--- config.mk ---
export PLATFORM = sky130hd
export DESIGN_NAME = ppp_fifo
export DESIGN_NICKNAME = d
export VERILOG_FILES = /design/src/rtl/ppp_pkg.sv /design/src/rtl/ppp_fifo.sv
export SDC_FILE = /design/constraint.sdc
export NUM_CORES = 1
export LEC_CHECK = 0
export ABC_AREA = 1
export BUFFER_PORTS_ARGS = -buffer_cell sky130_fd_sc_hd__buf_2
export CAP_MARGIN = 40
export CORE_MARGIN = 2
export CORE_UTILIZATION = 35
export CTS_CLUSTER_DIAMETER = 80
export CTS_CLUSTER_SIZE = 40
export DETAILED_ROUTE_END_ITERATION = 10
export GPL_ROUTABILITY_DRIVEN = 0
export SETUP_SLACK_MARGIN = 0.5
export SYNTH_ARGS = -nofsm -noshare
export SYNTH_HDL_FRONTEND = slang
export SYNTH_SLANG_ARGS = --single-unit
--- constraint.sdc ---
create_clock -name clock -period 19 [get_ports clock]
set_input_delay 1.9 -clock clock [delete_from_list [all_inputs] [get_ports clock]]
set_output_delay 1.9 -clock clock [all_outputs]
set_load 0.01 [all_outputs]
--- src/rtl/ppp_pkg.sv ---
// shared types, constants and helpers for the perspective point projection block
package ppp_pkg;

   localparam int FRAC_BITS = 16;
   localparam int ROW_W = 50;
   localparam int QDIV_BITS = 32;

   localparam logic [2:0] REG_X0 = 3'd0;
   localparam logic [2:0] REG_X1 = 3'd1;
   localparam logic [2:0] REG_Y0 = 3'd2;
   localparam logic [2:0] REG_Y1 = 3'd3;
   localparam logic [2:0] REG_W0 = 3'd4;
   localparam logic [2:0] REG_W1 = 3'd5;
   localparam logic [2:0] REG_SW = 3'd6;
   localparam logic [2:0] REG_SH = 3'd7;

   typedef struct packed {
      logic signed [31:0] point_x;
      logic signed [31:0] point_y;
      logic signed [31:0] point_z;
   } req_type;

   typedef struct packed {
      logic signed [31:0] screen_x;
      logic signed [31:0] screen_y;
      logic signed [31:0] depth;
      logic visible;
   } rsp_type;

   typedef struct packed {
      logic signed [31:0] c0;
      logic signed [31:0] c1;
      logic signed [31:0] c2;
      logic signed [31:0] c3;
   } row_type;

   // classified item handed from front to back
   typedef struct packed {
      logic signed [ROW_W-1:0] cx;
      logic signed [ROW_W-1:0] cy;
      logic signed [ROW_W-1:0] cw;
      logic front;
   } clip_type;

   function automatic logic signed [31:0] sat32(input logic signed [ROW_W+16:0] v);
      logic signed [ROW_W+16:0] hi;
      logic signed [ROW_W+16:0] lo;
      hi = (ROW_W+17)'(64'sd2147483647);
      lo = -(ROW_W+17)'(64'sd2147483648);
      if (v > hi) return 32'sh7fffffff;
      else if (v < lo) return 32'sh80000000;
      else return v[31:0];
   endfunction

endpackage

--- src/rtl/ppp_fifo.sv ---
// short queue between front and back
module ppp_fifo import ppp_pkg::*; (
   input  logic clock,
   input  logic reset,
   input  logic in_valid,
   output logic in_ready,
   input  clip_type in_data,
   output logic out_valid,
   input  logic out_ready,
   output clip_type out_data
);
   clip_type mem_ff [4];
   logic [1:0] wp_ff, rp_ff;
   logic [2:0] cnt_ff;
   logic wr, rd;

   assign in_ready = cnt_ff != 3'd4;
   assign out_valid = cnt_ff != 3'd0;
   assign out_data = mem_ff[rp_ff];
   assign wr = in_valid && in_ready;
   assign rd = out_valid && out_ready;

   always_ff @(posedge clock) begin
      if (reset) begin
         wp_ff <= '0;
         rp_ff <= '0;
         cnt_ff <= '0;
      end else begin
         if (wr) wp_ff <= wp_ff + 2'd1;
         if (rd) rp_ff <= rp_ff + 2'd1;
         cnt_ff <= cnt_ff + 3'(wr) - 3'(rd);
      end
      if (wr) mem_ff[wp_ff] <= in_data;
   end

   a_cnt: assert property (@(posedge clock) disable iff (reset) cnt_ff <= 3'd4)
      else $error("queue count overflow");
endmodule

==> results.cfg <==
[timing]
min_period_ns = 5.44
fin_hold_ws_ns = 0.517
slew_violations = 0
final-setup-viol-count = 0
rsz0062_at_grt = false
slew_headroom = 0.267
hold_viol = 0
finalSetupTns_ns = 0
max_freq_mhz = 184
timing.final.crit_share = 0.286
tightest_slew_ns = 1.10
skew_ns = 0.0442

[cts]
cts_buffers = 30
clk_latency_ns = 0.63
clk_pin_slew_ns = 0.12
clockBufferDepth = 3
cts_tree = built
cts_resized = 0
cts_root_buf = clkbuf_16
h-tree-depth = 1
post_cts_buffers = 0
clock_sinks = 613
ctsHoldBuffers = 0

[yosys]
synth_seq_cells = 613
synth_area_per_cell_um2 = 14.9
synthArstFlopShare = 0
ys_types = 19
synth_edf_count = 604
syn_area_um2 = 22700
synth-seq-area-share = 0.805
postSynthNetCount = 1687
yosysTopAreaCell = edfxtp_1
yosysWarnings = 0
post-synth-top-count-cell = edfxtp_1
synth_flop_cell = edfxtp_1
yosysTopAreaCellShare = 0.797
yosys-top-cells-area = edfxtp_1 80%, o21ai_0 5.9%, nor2_1 5.2%, o22ai_1 4.2%, dfxtp_1 0.79%
synthTopCellsByCount = 604 x edfxtp_1, 315 x nor2_1, 268 x o21ai_0
syn-instance-count = 1525

[critical_path]
path_buf_inv = 4
worstPathArrival_ns = 3.54
critPathMaxStageDelay_ns = 0.67
startpoint_type = register
cp.required_ns = 17.10
path_cells = inv_4, buf_4, buf_16, o21ai_0, o22ai_1, buf_2
cp_slowest_cell = inv_4
critPathTopFamily = buffers and inverters
cp-end-kind = output pin
crit_type = reg2out
cp_max_fo = 70

[global_route]
grt_overflow = 0
grt_pass1_vias = 13229
globalRouteMet1Util = 0.195
met3_usage = 0.0352
busiest_layer = met2
grt_max_degree = 152
track_usage = 0.148
grtUsageMet2 = 0.252
grt_antenna_before_repair = 12
grt_pass1_wl_mm = 77.7

[layout]
nets = 1944
layout-drive-gt1-share = 0.215
syn2layout_area_growth_pct = 16.0
fin_util = 0.410

[run]
cap_violations = 0

[routing]
drc = 0
viasPerCell = 5.07
wl_per_cell_um = 19.4
ant_nets = 0
drtIter0Drc = 904
num_vias = 13495
wirelength_mm = 51.7
drt_first_pass_iters = 5

[run_status]
outcome = complete, no violations

[die]
core_area_um2 = 64300
die_width_um = 259
start_util = 0.353
ios = 308
dieArea_um2 = 67000
num_rows = 93
die_h_um = 259

[place]
portBuffers = 307
hpwl_mm = 28.0

[power_and_ir_drop]
vdd_drop_max_mv = 0.0843
p_leak_uw = 0.00893
total_power_uw = 3330
powerDensity_nw_per_um2 = 126

[worst_hold_path]
hp-class = reg2reg
[sequential cells by signal, indices dropped and copies added (netlist names), named ones only]
| name | count |
|---|---|
| mem_ff | 604 |
| cnt_ff | 3 |
| rp_ff | 2 |
| wp_ff | 2 |
[metrics by stage]
stage	std cells	setup WS [ns]	instance area (um2)
after CTS	2661	13.45	26400
after detailed placement	2605	14.15	25200
after global routing	2662	13.32	26400
after floorplan	1525	10.05	22700
final	2664	13.56	26400
after global placement	2599	13.91	25000
[power breakdown]
part	switching [uW]	total, uW	internal [uW]
sequential	45.8	1690	1650
clock	493	847	354
combinational	538	788	250
total	1080	3330	2250
[area by class of cell]
class                   instances  area, um2
flip-flops and latches        613      18300
diodes                          3       7.51
inverters                      16       70.1
clock buffers                  32        801
repair buffers                324       1830
multi-input cells             797       3860
fillers                      5870      38000
well taps                     855       1070
clock inverters                24        413
[logic make-up after synthesis]
| group | synth area share |
|---|---|
| AO/OA/AOI/OAI | 0.110 |
| adder cells (fa/ha/maj) | 0.00418 |
| buffers and inverters | 0.0260 |
| flip-flops | 0.805 |
| AND/OR/NAND/NOR | 0.0546 |
[worst min-delay path: cells and delay by family (launching register included)]
kind	cells	cell delay, ns
and+or+nand+nor	1	0.07
AOI/OAI and AO/OA	1	0.06
DFF	1	0.36
[path summary, 6_finish.rpt]
path                            startpoint            end  slack (ns)  cells past startpoint
worst min-delay path              rp_ff[0]       rp_ff[0]        0.52                      2
worst min register to register    rp_ff[0]       rp_ff[0]        0.52                      2
worst max-delay path              register   out_data[31]       13.56                      6
worst max register to register   cnt_ff[1]  mem_ff[0][93]       16.51                      5
[per-layer routing]
| layer | vias up | routed length (um) |
|---|---|---|
| met4 | 20 | 782 |
| met5 | - | 123 |
| li1 | 6262 | - |
| met1 | 6824 | 22500 |
| met3 | 72 | 3330 |
| met2 | 317 | 25000 |
[cells in the final DEF (no fill, tap or decap)]
cell type,n
inv_1,14
nand2_1,12
fa_1,1
o22ai_1,151
inv_16,3
dfxtp_4,2
clkinv_8,3
buf_2,307
inv_4,1
a21oi_1,4
o21ai_1,35
ha_1,6
o21ai_0,268
inv_12,8
clkinv_4,1
clkinv_2,1
inv_8,3
diode_2,3
nand3_1,3
clkbuf_16,32
edfxtp_1,604
a21boi_0,2
buf_4,7
inv_6,2
clkinv_16,4
nor2_4,4
nor2_1,311
buf_16,6
dfxtp_1,7
buf_12,4
(Power assumes the default switching activity.)
